<file path="config.mk">
export PLATFORM = sky130hd
export DESIGN_NAME = stepper_position_controller_top
export DESIGN_NICKNAME = d
export VERILOG_FILES = /design/src/rtl/spc_pkg.sv /design/src/rtl/spc_cfg_regs.sv /design/src/rtl/spc_motion.sv /design/src/rtl/stepper_position_controller_top.sv
export VERILOG_INCLUDE_DIRS = /design/src /design/src/rtl
export SDC_FILE = /design/constraint.sdc
export NUM_CORES = 1
export LEC_CHECK = 0
export ABC_AREA = 1
export BUFFER_PORTS_ARGS = -buffer_cell sky130_fd_sc_hd__buf_2
export CORE_UTILIZATION = 60
export CTS_BUF_LIST = sky130_fd_sc_hd__clkbuf_4 sky130_fd_sc_hd__clkbuf_8
export CTS_CLUSTER_DIAMETER = 80
export CTS_CLUSTER_SIZE = 40
export DETAILED_ROUTE_END_ITERATION = 10
export PLACE_DENSITY_LB_ADDON = 0.3
export SLEW_MARGIN = 20
export SYNTH_ARGS = -nofsm -noshare
export SYNTH_HDL_FRONTEND = slang
export SYNTH_SLANG_ARGS = --single-unit
</file>
<file path="constraint.sdc">
create_clock -name clk_i -period 5.8 [get_ports clk_i]
set_clock_uncertainty 0.05 [all_clocks]
set_input_delay 0.29 -clock clk_i [delete_from_list [all_inputs] [get_ports clk_i]]
set_output_delay 0.29 -clock clk_i [all_outputs]
set_load 0.01 [all_outputs]
</file>
<file path="src/rtl/assert_macros.svh">
// Assertion macros for the stepper position controller RTL, used by spc_motion.
// Depends on nothing; users must have clk_i and rst_ni in scope.
`ifndef ASSERT_MACROS_SVH
`define ASSERT_MACROS_SVH

// Check a property on every rising clock edge outside reset.
`define SPC_ASSERT(lbl, prop, msg) \
  lbl: assert property (@(posedge clk_i) disable iff (!rst_ni) (prop)) else $error(msg);

// Check a property on every rising clock edge, reset included.
`define SPC_ASSERT_ALWAYS(lbl, prop, msg) \
  lbl: assert property (@(posedge clk_i) (prop)) else $error(msg);

`endif

</file>
<file path="src/rtl/spc_pkg.sv">
// Types and constants for the stepper position controller.
// Used by all RTL modules of the block; depends on nothing.
package spc_pkg;

  localparam int unsigned DataWidth = 16;

  // Item kinds
  localparam logic CMD_TICK = 1'b0;
  localparam logic CMD_MOVE = 1'b1;

  // Configuration register indexes
  localparam int unsigned CfgIdxWidth = 2;
  localparam logic [CfgIdxWidth-1:0] CFG_MIN_POSITION  = 2'd0;
  localparam logic [CfgIdxWidth-1:0] CFG_MAX_POSITION  = 2'd1;
  localparam logic [CfgIdxWidth-1:0] CFG_STEP_INTERVAL = 2'd2;

  // Configuration reset values
  localparam logic signed [DataWidth-1:0] MinPositionRst  = 16'sd0;
  localparam logic signed [DataWidth-1:0] MaxPositionRst  = 16'sd32767;
  localparam logic        [DataWidth-1:0] StepIntervalRst = 16'd2;

  typedef struct packed {
    logic                        cmd;
    logic signed [DataWidth-1:0] target;
  } spc_in_t;

  typedef struct packed {
    logic [3:0]                  coils;
    logic                        drive_enable;
    logic signed [DataWidth-1:0] position;
    logic                        busy_res;
    logic                        stepped;
  } spc_out_t;

  typedef struct packed {
    logic signed [DataWidth-1:0] min_position;
    logic signed [DataWidth-1:0] max_position;
    logic        [DataWidth-1:0] step_interval;
  } spc_cfg_t;

  // Two-phase-on full-step pattern, bit i drives coil i.
  function automatic logic [3:0] phase_pattern(input logic [1:0] phase);
    logic [3:0] pat;
    unique case (phase)
      2'd0: pat = 4'h3;
      2'd1: pat = 4'h6;
      2'd2: pat = 4'hC;
      2'd3: pat = 4'h9;
      default: pat = 4'h0;
    endcase
    return pat;
  endfunction

endpackage

</file>
<file path="src/rtl/spc_cfg_regs.sv">
// Configuration register file of the stepper position controller.
// Depends on spc_pkg.
module spc_cfg_regs (
  input  logic                              clk_i,
  input  logic                              rst_ni,
  input  logic                              wr_en_i,
  input  logic [spc_pkg::CfgIdxWidth-1:0]   wr_index_i,
  input  logic [spc_pkg::DataWidth-1:0]     wr_data_i,
  output spc_pkg::spc_cfg_t                 cfg_o
);
  import spc_pkg::*;

  spc_cfg_t cfg_q, cfg_d;

  always_comb begin
    cfg_d = cfg_q;
    if (wr_en_i) begin
      unique case (wr_index_i)
        CFG_MIN_POSITION:  cfg_d.min_position  = wr_data_i;
        CFG_MAX_POSITION:  cfg_d.max_position  = wr_data_i;
        CFG_STEP_INTERVAL: cfg_d.step_interval = wr_data_i;
        default: cfg_d = cfg_q; // drop writes to unused indexes
      endcase
    end
  end

  always_ff @(posedge clk_i or negedge rst_ni) begin
    if (!rst_ni) begin
      cfg_q.min_position  <= MinPositionRst;
      cfg_q.max_position  <= MaxPositionRst;
      cfg_q.step_interval <= StepIntervalRst;
    end else begin
      cfg_q <= cfg_d;
    end
  end

  assign cfg_o = cfg_q;

endmodule

</file>
<file path="src/rtl/spc_motion.sv">
// Motion state and per-item update of the stepper position controller.
// Depends on spc_pkg and assert_macros.svh.
`include "assert_macros.svh"
module spc_motion #(
  parameter int unsigned POSITION_WIDTH = 16,
  parameter int unsigned TIMER_WIDTH    = 16
) (
  input  logic                clk_i,
  input  logic                rst_ni,
  input  spc_pkg::spc_cfg_t   cfg_i,
  input  logic                adv_i,
  input  spc_pkg::spc_in_t    item_i,
  output spc_pkg::spc_out_t   res_o
);
  import spc_pkg::*;

  localparam int unsigned CW = (POSITION_WIDTH > DataWidth) ? POSITION_WIDTH : DataWidth;
  localparam int unsigned LW = (TIMER_WIDTH > DataWidth) ? TIMER_WIDTH : DataWidth;
  localparam logic signed [CW-1:0] PosMax =
    {{(CW-POSITION_WIDTH+1){1'b0}}, {(POSITION_WIDTH-1){1'b1}}};
  localparam logic signed [CW-1:0] PosMin = ~PosMax;
  localparam logic [LW-1:0] TimerMax = LW'({TIMER_WIDTH{1'b1}});

  logic signed [POSITION_WIDTH-1:0] cur_q, cur_d, tgt_q, tgt_d;
  logic                             fwd_q, fwd_d, busy_q, busy_d, drv_q, drv_d;
  logic [TIMER_WIDTH-1:0]           cnt_q, cnt_d;
  logic [3:0]                       coil_q, coil_d;
  logic                             stepped;

  logic signed [DataWidth-1:0]      tgt_lim;
  logic signed [CW-1:0]             tgt_ext, tgt_sat, cur_ext;
  logic [LW-1:0]                    ivl_ext, lim_ext;
  logic [TIMER_WIDTH-1:0]           lim, cnt_inc;
  logic                             done;

  // Clamp the target to the limits, lower one checked first, then to the position range.
  always_comb begin
    priority if (item_i.target < cfg_i.min_position) begin
      tgt_lim = cfg_i.min_position;
    end else if (item_i.target > cfg_i.max_position) begin
      tgt_lim = cfg_i.max_position;
    end else begin
      tgt_lim = item_i.target;
    end
    tgt_ext = CW'(tgt_lim);
    priority if (tgt_ext > PosMax) begin
      tgt_sat = PosMax;
    end else if (tgt_ext < PosMin) begin
      tgt_sat = PosMin;
    end else begin
      tgt_sat = tgt_ext;
    end
  end

  // Saturate the interval to what the tick counter can hold.
  always_comb begin
    ivl_ext = LW'(cfg_i.step_interval);
    lim_ext = (ivl_ext > TimerMax) ? TimerMax : ivl_ext;
    lim     = lim_ext[TIMER_WIDTH-1:0];
    cnt_inc = (cnt_q < lim) ? cnt_q + TIMER_WIDTH'(1) : cnt_q;
    done    = fwd_q ? (cur_q >= tgt_q) : (cur_q <= tgt_q);
  end

  always_comb begin
    cur_d   = cur_q;
    tgt_d   = tgt_q;
    fwd_d   = fwd_q;
    busy_d  = busy_q;
    drv_d   = drv_q;
    cnt_d   = cnt_q;
    coil_d  = coil_q;
    stepped = 1'b0;
    unique case (item_i.cmd)
      CMD_MOVE: begin
        tgt_d = tgt_sat[POSITION_WIDTH-1:0];
        if (tgt_d != cur_q) begin
          coil_d = 4'h0;
          drv_d  = 1'b1;
          fwd_d  = tgt_d > cur_q;
          busy_d = 1'b1;
        end
      end
      CMD_TICK: begin
        cnt_d = cnt_inc;
        if (busy_q) begin
          if (done) begin
            drv_d  = 1'b0;
            busy_d = 1'b0;
          end else if (cnt_inc >= lim) begin
            coil_d  = phase_pattern(cur_q[1:0]);
            cur_d   = fwd_q ? cur_q + POSITION_WIDTH'(1) : cur_q - POSITION_WIDTH'(1);
            cnt_d   = '0;
            stepped = 1'b1;
          end
        end
      end
      default: cur_d = cur_q;
    endcase
  end

  always_ff @(posedge clk_i or negedge rst_ni) begin
    if (!rst_ni) begin
      cur_q  <= '0;
      tgt_q  <= '0;
      fwd_q  <= 1'b0;
      busy_q <= 1'b0;
      drv_q  <= 1'b0;
      cnt_q  <= '0;
      coil_q <= '0;
    end else if (adv_i) begin
      cur_q  <= cur_d;
      tgt_q  <= tgt_d;
      fwd_q  <= fwd_d;
      busy_q <= busy_d;
      drv_q  <= drv_d;
      cnt_q  <= cnt_d;
      coil_q <= coil_d;
    end
  end

  always_comb begin
    cur_ext            = CW'(cur_d);
    res_o.coils        = drv_d ? coil_d : 4'h0;
    res_o.drive_enable = drv_d;
    res_o.position     = cur_ext[DataWidth-1:0];
    res_o.busy_res     = busy_d;
    res_o.stepped      = stepped;
  end

  `SPC_ASSERT(a_busy_has_drive, busy_q |-> drv_q, "busy without drivers enabled")
  `SPC_ASSERT(a_hold_when_idle, !adv_i |=> ($stable(cur_q) && $stable(tgt_q)),
              "motion state changed without an item")
  `SPC_ASSERT(a_no_step_when_idle,
              (adv_i && item_i.cmd == CMD_TICK && !busy_q) |=> $stable(cur_q),
              "position moved on a tick while not busy")

endmodule

</file>
<file path="src/rtl/stepper_position_controller_top.sv">
// Top level of the stepper position controller: channels, item and result
// registers. Depends on spc_pkg, spc_cfg_regs and spc_motion.
//
// Usage:
//   in channel  : one item per transfer, cmd 0 is a time tick, cmd 1 a move
//                 request with its target position.
//   out channel : exactly one result per item, in item order: coil levels,
//                 driver enable, position, busy flag and step flag.
//   cfg channel : register index and data; always ready. Write only while no
//                 item is in flight.
//   Flow: an accepted item waits in the item register until the result register
//   is free or being drained; it then updates the motion state and its result is
//   taken into the result register.
//   Throughput: one item per cycle while the receiver keeps ready high, set by
//   the single update of the motion state between the item and result registers.
//   Reset: clears the motion state, empties both registers and loads the
//   limits 0 and 32767 and the step interval 2.
//   Stall: while the receiver holds ready low, the result stays put and one
//   more item is still taken into the item register; then input ready drops.
module stepper_position_controller_top #(
  parameter int unsigned POSITION_WIDTH = 16,
  parameter int unsigned TIMER_WIDTH    = 16
) (
  input  logic                             clk_i,
  input  logic                             rst_ni,
  input  logic                             in_valid_i,
  output logic                             in_ready_o,
  input  spc_pkg::spc_in_t                 in_data_i,
  output logic                             out_valid_o,
  input  logic                             out_ready_i,
  output spc_pkg::spc_out_t                out_data_o,
  input  logic                             cfg_valid_i,
  output logic                             cfg_ready_o,
  input  logic [spc_pkg::CfgIdxWidth-1:0]  cfg_index_i,
  input  logic [spc_pkg::DataWidth-1:0]    cfg_data_i
);
  import spc_pkg::*;

  spc_cfg_t cfg;
  spc_in_t  item_q;
  spc_out_t res, res_q;
  logic     item_vld_q, res_vld_q, adv;

  assign cfg_ready_o = 1'b1;

  spc_cfg_regs u_cfg (
    .clk_i      (clk_i),
    .rst_ni     (rst_ni),
    .wr_en_i    (cfg_valid_i),
    .wr_index_i (cfg_index_i),
    .wr_data_i  (cfg_data_i),
    .cfg_o      (cfg)
  );

  // Advance the held item when the result register is free or being drained.
  assign adv        = item_vld_q && (!res_vld_q || out_ready_i);
  assign in_ready_o = !item_vld_q || adv;

  spc_motion #(
    .POSITION_WIDTH (POSITION_WIDTH),
    .TIMER_WIDTH    (TIMER_WIDTH)
  ) u_motion (
    .clk_i  (clk_i),
    .rst_ni (rst_ni),
    .cfg_i  (cfg),
    .adv_i  (adv),
    .item_i (item_q),
    .res_o  (res)
  );

  always_ff @(posedge clk_i or negedge rst_ni) begin
    if (!rst_ni) begin
      item_vld_q <= 1'b0;
      res_vld_q  <= 1'b0;
    end else begin
      if (in_ready_o) begin
        item_vld_q <= in_valid_i;
      end
      if (adv) begin
        res_vld_q <= 1'b1;
      end else if (out_ready_i) begin
        res_vld_q <= 1'b0;
      end
    end
  end

  always_ff @(posedge clk_i) begin
    if (in_valid_i && in_ready_o) begin
      item_q <= in_data_i;
    end
    if (adv) begin
      res_q <= res;
    end
  end

  assign out_valid_o = res_vld_q;
  assign out_data_o  = res_q;

endmodule
</file>
==> summary.md, run 1 <==
| Metric | Value |
|---|---|
| CP Cell Sequence | inv_1 > ha_1 > a21o_1 > nand3_1 > a21oi_1 > nor2_1 > nand2_1 > nand2_1 > nand3_1 > nand2_1 > o211ai_1 > and2_1 > ha_1 > nand2_1 > inv_1 > nand3_1 > nor2_1 > nand3_1 > inv_1 > nor2_1 > o21ai_0 > nor2_1 |
| Initial antenna violation count | 0 |
| Max FO, Critical Path | 31 |
| Routability congestion estimate from global placement | 0.872 |
| Syn Nets | 1,313 |
| Seq/Total Area, Yosys | 0.404 |
| Starting Density | 0.619 |
| Cells after Synth | 1,159 |
| Die ar. | 16,400 um^2 |
| Number of enable flip-flop cells after synthesis | 40 |
| Adder-cell share of the synthesized area | 0.151 |
| Area of the multi-input gates | 4860 um^2 |
| Worst path arrival time | 4.77 ns |
| Hold Path Class | primary input to register |
| Top cells by area, synth | dfrtp_1, ha_1, edfxtp_1, nand2_1, inv_1 |
| Status | finished, final reports clean |
| Synth Area in XOR/XNOR | 0.0267 |
| Final wirelength | 21.4 mm |
| Via count | 8,024 |
| Largest net degree at the start of global routing | 66 |
| Post-synthesis compound-gate area fraction | 0.129 |
| Worst EP required | 5.93 ns |
| # placed instances | 1,410 |
| Asr flop ratio synth | 0.724 |
| Worst-margin pin slew | 0.979 ns |
| CP Class | register to register |
| Synth area leader | dfrtp_1 |
| Fmax achieved | 216 MHz |
| WL per Instance | 14.7 um |
| Synth Register Bits | 145 |
| Num rows | 45 |
| Grt ovf | 0 |
| CTS root buffer | clkbuf_8 |
| Post-synthesis mux area share | 0 |
| Maxcap violations | 0 |
| Final Cycle Share | 0.800 |
| Syn avg cell area | 8.21 um^2 |
| Layout area overhead | 11.4% |
| Setup_tns | 0 ns |
| Critical path depth in cells | 22 |
| CTS buffer count | 17 |
| Max-slew violation count | 0 |
| Max stage delay on crit path | 0.67 ns |
| Max VDD drop | 0.000269 V |
| Slowest cell on crit path | nand3_1 |
| First-pass GRT wire length | 36.1 mm |
| Most frequent cell after synthesis | nand2_1 |
| R2R depth | 22 |
| Share of post-route cells with drive strength above 1 | 0.116 |
| CP Launch Type | register |
| Synth top area share | 0.234 |
| TritonRoute pass-1 iters | 5 |
| Die Span X | 128 um |
| Final nets | 1,391 |
| Die height | 128 um |
| Rel. slew slack | 0.345 |
| Clk Latency, worst-skew pair | 0.46 ns |
| Setup-failing EPs final | 0 |
| DR iter-0 viols | 537 |
| Worst Setup End Kind | register |
| Netlist cell types | 49 |
| Hold Path Depth | 3 |
| Crit Reg-Reg Startpoint | u_cfg.cfg_o[25] |
| Worst r2r dst | out_data_o[22] |
| Layout fillers | 1,285 |
| Final Hold Viols | 0 |
| CTS tree | done |
| Unrepaired setup endpoints after global routing | false |
| Drc violations | 0 |
| Io pins | 66 |
| Number of global-route vias before repair | 7,658 |
| Top cells by count, synth | nand2_1, inv_1, ha_1 |
| Register area | 3850 um^2 |
| Netlist Area Pre-Place | 9520 um^2 |
| Via density | 5.49 |
| Synth warn | 0 |
| Max Buffers Root-to-Sink | 2 |
| Clock sinks | 145 |
| H-tree depth | 4 |
| Post-route insts no fill | 1,461 |
| Core Box Area | 15,400 um^2 |
| Hold path startpoint | cfg_data_i[0] |
| Crit path time final | 4.64 ns |
| CP bufs+invs | 3 |
| ANT cells | 0 |
| Power per cell area | 510 nW/um^2 |
| Hold path endpoint | u_cfg.cfg_o[16] |
| Reg clk slew, reported paths | 0.08 ns |
| I/O Buffers | 64 |
| Leak Pwr | 5.37 nW |
| Dpl hpwl | 16.1 mm |
| Synth Area in Simple Gates | 0.204 |
| Post-CTS setup buffer count | 0 |
| Flop-to-flop setup slack | 1.16 ns |
| Synth Flop Type | dfrtp_1 |
| DRT antenna net count | 0 |
| Largest family of logic cells by synthesized area | simple AND/OR/NAND/NOR gates |
| Crit-path leading delay family | simple AND/OR/NAND/NOR gates |
| Design Power | 5.41 mW |
| GRT Overall Usage | 0.282 |
-- worst max path at each step --
stage	start	end	slack, ns
floorplan	u_cfg.cfg_o[1]	out_data_o[16]	2.21
global placement	u_cfg.cfg_o[25]	out_data_o[19]	1.33
detailed placement	u_cfg.cfg_o[25]	out_data_o[22]	1.22
CTS	u_cfg.cfg_o[25]	out_data_o[22]	1.20
global route	u_cfg.cfg_o[21]	out_data_o[22]	0.70
finish	u_cfg.cfg_o[25]	out_data_o[22]	1.16
-- cells in the final DEF, fill, tap and decap left out, types with 6 or more instances in the layout --
| cell type | n |
|---|---|
| nand3_1 | 58 |
| dfrtp_1 | 89 |
| ha_1 | 113 |
| o22ai_1 | 16 |
| o211ai_1 | 17 |
| o21ai_2 | 12 |
| buf_4 | 6 |
| o21ai_1 | 11 |
| nand2_1 | 298 |
| dfstp_2 | 16 |
| edfxtp_1 | 40 |
| buf_2 | 63 |
| a21o_1 | 7 |
| nor3_1 | 12 |
| nor2_1 | 39 |
| and2_1 | 15 |
| o21ai_0 | 76 |
| dlygate4sd3_1 | 19 |
| clkbuf_8 | 17 |
| inv_1 | 173 |
| xor2_1 | 21 |
| xnor2_1 | 8 |
| nand4_1 | 11 |
| a21oi_1 | 56 |
-- routing by layer --
layer,global-route usage,share of wire,up-vias
met1,0.388,0.47,3730
met3,0.0467,0.054,34
met4,0.109,0.021,0
met2,0.447,0.46,263
li1,-,-,3997
met5,0,0,-
-- per-stage QoR --
| stage | util | hold slack, ns | setup slack, ns | area (um^2) |
|---|---|---|---|---|
| finish | 0.690 | 0.0502 | 1.16 | 10600 |
| global placement | 0.651 | 0.253 | 1.33 | 10000 |
| floorplan | - | -0.0556 | 2.21 | 9520 |
| global route | 0.690 | 0.0681 | 0.704 | 10600 |
| detailed placement | 0.651 | 0.262 | 1.22 | 10000 |
| CTS | 0.690 | 0.0392 | 1.20 | 10600 |
-- timing repair --
| item | CTS | global route |
|---|---|---|
| gates resized for setup | 0 | 0 |
| hold buffers | 19 | 0 |
| hold endpoints to repair | 51 | 0 |
-- worst register-to-register path: stages (launching register included) --
cell and delay (ns):
dfstp_2 0.54, inv_1 0.05, ha_1 0.30, a21o_1 0.18, nand3_1 0.07, a21oi_1 0.07
nor2_1 0.12, nand2_1 0.07, nand2_1 0.07, nand3_1 0.67, nand2_1 0.27, o211ai_1 0.13
and2_1 0.19, ha_1 0.29, nand2_1 0.05, inv_1 0.08, nand3_1 0.08, nor2_1 0.18
nand3_1 0.11, inv_1 0.12, nor2_1 0.06, o21ai_0 0.51, nor2_1 0.11
-- layout make-up --
cell class                 count  share of cell area
multi-input combinational    806               0.458
sequential                   145               0.363
inverter                     179              0.0633
timing repair buffer          88              0.0519
tap                          211              0.0249
clock buffer                  19              0.0235
clock inverter                13              0.0152
-- report_power, final --
| part | internal [mW] | total, mW | switching [mW] |
|---|---|---|---|
| Clock | 0.435 | 0.835 | 0.400 |
| Sequential | 1.39 | 1.61 | 0.215 |
| Combinational | 1.10 | 2.96 | 1.86 |
| Total | 2.93 | 5.41 | 2.47 |
-- cells by family (layout without fill, tap and decap cells) --
logic type                 after synthesis  count (layout)
adders and majority gates              114             114
and+or+nand+nor                        451             451
other                                    1               1
xor gates and xnor gates                29              29
AOI/OAI and AO/OA                      211             211
buffers and inverters                  208             299
DFF                                    145             145
-- registers in the layout, indices dropped and copies added (netlist names) --
register         cells
item_q              17
out_valid_o          1
u_cfg.cfg_o         48
out_data_o          23
item_vld_q           1
u_motion.drv_q       1
u_motion.tgt_q      16
u_motion.cnt_q      16
u_motion.coil_q      4
u_motion.fwd_q       1
u_motion.cur_q      16
u_motion.busy_q      1
Power figures use the tool's default switching activity.
==> inputs of run 2 (changes only) <==
Settings changed: CORE_UTILIZATION 60 to 57.
Clock period 5.8 ns to 3.91 ns, I/O delays scaled along.
==> run 2 against run 1 <==
  * First-iteration DRC count down 0.56%
  * Global-route usage down 1.8 points
  * Fmax up 25%
  * Flip-flop and latch count unchanged
  * Sequential power up 50%
  * Register-to-register slack worse by 0.98 ns
  * Count of clock-buffer cells in the layout down 2
  * Total power up 60%
  * Combinational power up 69%
==> summary.md, run 2 (same netlist as run 1, synthesis figures left out) <==
| Metric | Value |
|---|---|
| Status | finished, final reports clean |
| Worst path arrival time | 3.91 ns (-0.86 ns) |
| Worst-margin pin slew | 1.01 ns (+0.0321 ns) |
| Starting Density | 0.591 (-0.0286) |
| Commonest non-fill, non-tap cell in the layout | nand2_1 |
| Rel. slew slack | 0.324 (-0.0214) |
| Worst Setup End Kind | register |
| Worst EP required | 4.09 ns (-1.84 ns) |
| Post-route insts no fill | 1,508 (+3.2%) |
| Final nets | 1,433 (+3.0%) |
| Max FFs per register | 48 (unchanged) |
| Max FO, Critical Path | 9 (-71%) |
| ANT cells | 0 (unchanged) |
| Maxcap violations | 0 (unchanged) |
| GRT Overall Usage | 0.264 (-0.0182) |
| CTS root buffer | clkbuf_8 |
| First-pass GRT wire length | 36.3 mm (+0.42%) |
| Crit path time final | 3.73 ns (-0.913 ns) |
| DR iter-0 viols | 534 (-0.56%) |
| WL per Instance | 14.9 um (+1.5%) |
| Via count | 8,152 (+1.6%) |
| CTS buffer count | 17 (unchanged) |
| Num rows | 46 (+2.2%) |
| Power per cell area | 774 nW/um^2 (+52%) |
| Final Hold Viols | 0 (unchanged) |
| Final instance area | 11,200 um^2 (+5.7%) |
| Final wirelength | 22.4 mm (+4.7%) |
| Post-layout util | 0.696 (+0.00554) |
| Max Buffers Root-to-Sink | 2 (unchanged) |
| Clock sinks | 145 (unchanged) |
| Routability congestion estimate from global placement | 0.889 (+2.0%) |
| DRT antenna net count | 0 (unchanged) |
| Die ar. | 17,200 um^2 (+5.2%) |
| Dpl hpwl | 16.0 mm (-0.33%) |
| I/O Buffers | 64 (unchanged) |
| Reg clk slew, reported paths | 0.08 ns (about the same) |
| CTS tree | done |
| Layout area overhead | 17.8% |
| Pre-CTS setup slack | 0.0167 ns (-1.20 ns) |
| H-tree depth | 4 (unchanged) |
| Via density | 5.41 (-1.6%) |
| Initial antenna violation count | 0 (unchanged) |
| DP Area | 10,100 um^2 (+1.0%) |
| Die Span X | 131 um (+2.6%) |
| Max VDD drop | 0.000494 V (+83%) |
| Most frequent cells in the layout | nand2_1, inv_1, ha_1 |
| # placed instances | 1,426 (+1.1%) |
| Drc violations | 0 (unchanged) |
| Final worst setup slack | 0.184 ns (-0.977 ns) |
| Setup-failing EPs final | 0 (unchanged) |
| Clk Latency, worst-skew pair | 0.48 ns (+0.02 ns) |
| Die height | 131 um (+2.6%) |
| Max-slew violation count | 0 (unchanged) |
| Fmax achieved | 268 MHz (+25%) |
| Number of global-route vias before repair | 7,597 (-0.80%) |
| Core Box Area | 16,100 um^2 (+4.8%) |
| Layout fillers | 1,260 (-1.9%) |
| Leak Pwr | 5.59 nW (+4.2%) |
| Hold slack | 0.0205 ns (-0.0297 ns) |
| Share of post-route cells with drive strength above 1 | 0.156 (+0.0403) |
| Io pins | 66 (unchanged) |
| Final Cycle Share | 0.953 (+0.153) |
| Grt ovf | 0 (unchanged) |
| Hold Path Class | primary input to register |
| TritonRoute pass-1 iters | 5 (unchanged) |
| CP Class | register to register |
| CP Launch Type | register |
| Largest net degree at the start of global routing | 58 (-12%) |
| Setup_tns | 0 ns (unchanged) |
| Design Power | 8.67 mW (+60%) |
==> run 2: cell types whose count changed in the layout (fill, tap and decap cells not counted), moves of 8 or more <==
cell | previous run | this run
buf_4 | 6 | 25
nand2_1 | 298 | 288
dlygate4sd3_1 | 19 | 33
nand2_2 | 3 | 11
==> run 2: timing repair <==
item,in CTS,in global routing
pin swaps,0,23
gates resized for setup,3,48
hold buffers,33,0
endpoints found under the setup margin,1,60
setup buffers,0,12
endpoints found under the hold margin,97,0
cloned,0,5
==> run 2: path summary, 6_finish.rpt <==
path	from	end	slack, ns	cells after the start
min in group asynchronous	rst_ni	u_cfg.cfg_o[47]	0.05	2
max in group asynchronous	rst_ni	u_motion.cnt_q[10]	2.81	3
worst max register to register	u_cfg.cfg_o[9]	out_data_o[17]	0.18	19
worst min-delay path	cfg_data_i[12]	u_cfg.cfg_o[28]	0.02	3
worst max-delay path	u_cfg.cfg_o[9]	out_data_o[17]	0.18	19
worst min register to register	u_motion.tgt_q[10]	u_motion.tgt_q[10]	0.44	2
==> run 2: metal layers <==
| layer | vias to the layer above | GRT usage | share of wire |
|---|---|---|---|
| li1 | 4081 | - | - |
| met1 | 3791 | 0.366 | 0.46 |
| met2 | 249 | 0.421 | 0.47 |
| met3 | 31 | 0.0482 | 0.047 |
| met4 | 0 | 0.0771 | 0.018 |
| met5 | - | 0 | 0 |
==> run 2: critical path: stages (launching register included) <==
cell     delay (ns)
dfrtp_1        0.41
inv_1          0.14
ha_1           0.26
a21oi_1        0.19
o21a_1         0.16
o221a_4        0.29
buf_4          0.21
nand3_1        0.09
nand2_1        0.10
inv_2          0.06
ha_4           0.26
nand2_1        0.08
nor4_4         0.33
nand2_1        0.14
nand3_4        0.14
nand3_4        0.12
nor2_4         0.22
nand3_1        0.10
nand2_1        0.07
nand2_1        0.06
==> run 2: area by class of cell <==
| cell class | instances | area (um^2) | share of cell area |
|---|---|---|---|
| Timing Repair Buffer | 128 | 911 | 0.0812 |
| Multi-Input combinational cell | 808 | 5090 | 0.454 |
| Tap cell | 216 | 270 | 0.0241 |
| Clock inverter | 15 | 184 | 0.0164 |
| Inverter | 179 | 674 | 0.0601 |
| Clock buffer | 17 | 234 | 0.0209 |
| Sequential cell | 145 | 3850 | 0.343 |
==> run 2: power breakdown <==
group	switching [mW]	total, mW	internal, mW
logic	3.04	5.00	1.96
clock network	0.634	1.27	0.638
registers	0.336	2.41	2.07
total	4.01	8.67	4.66
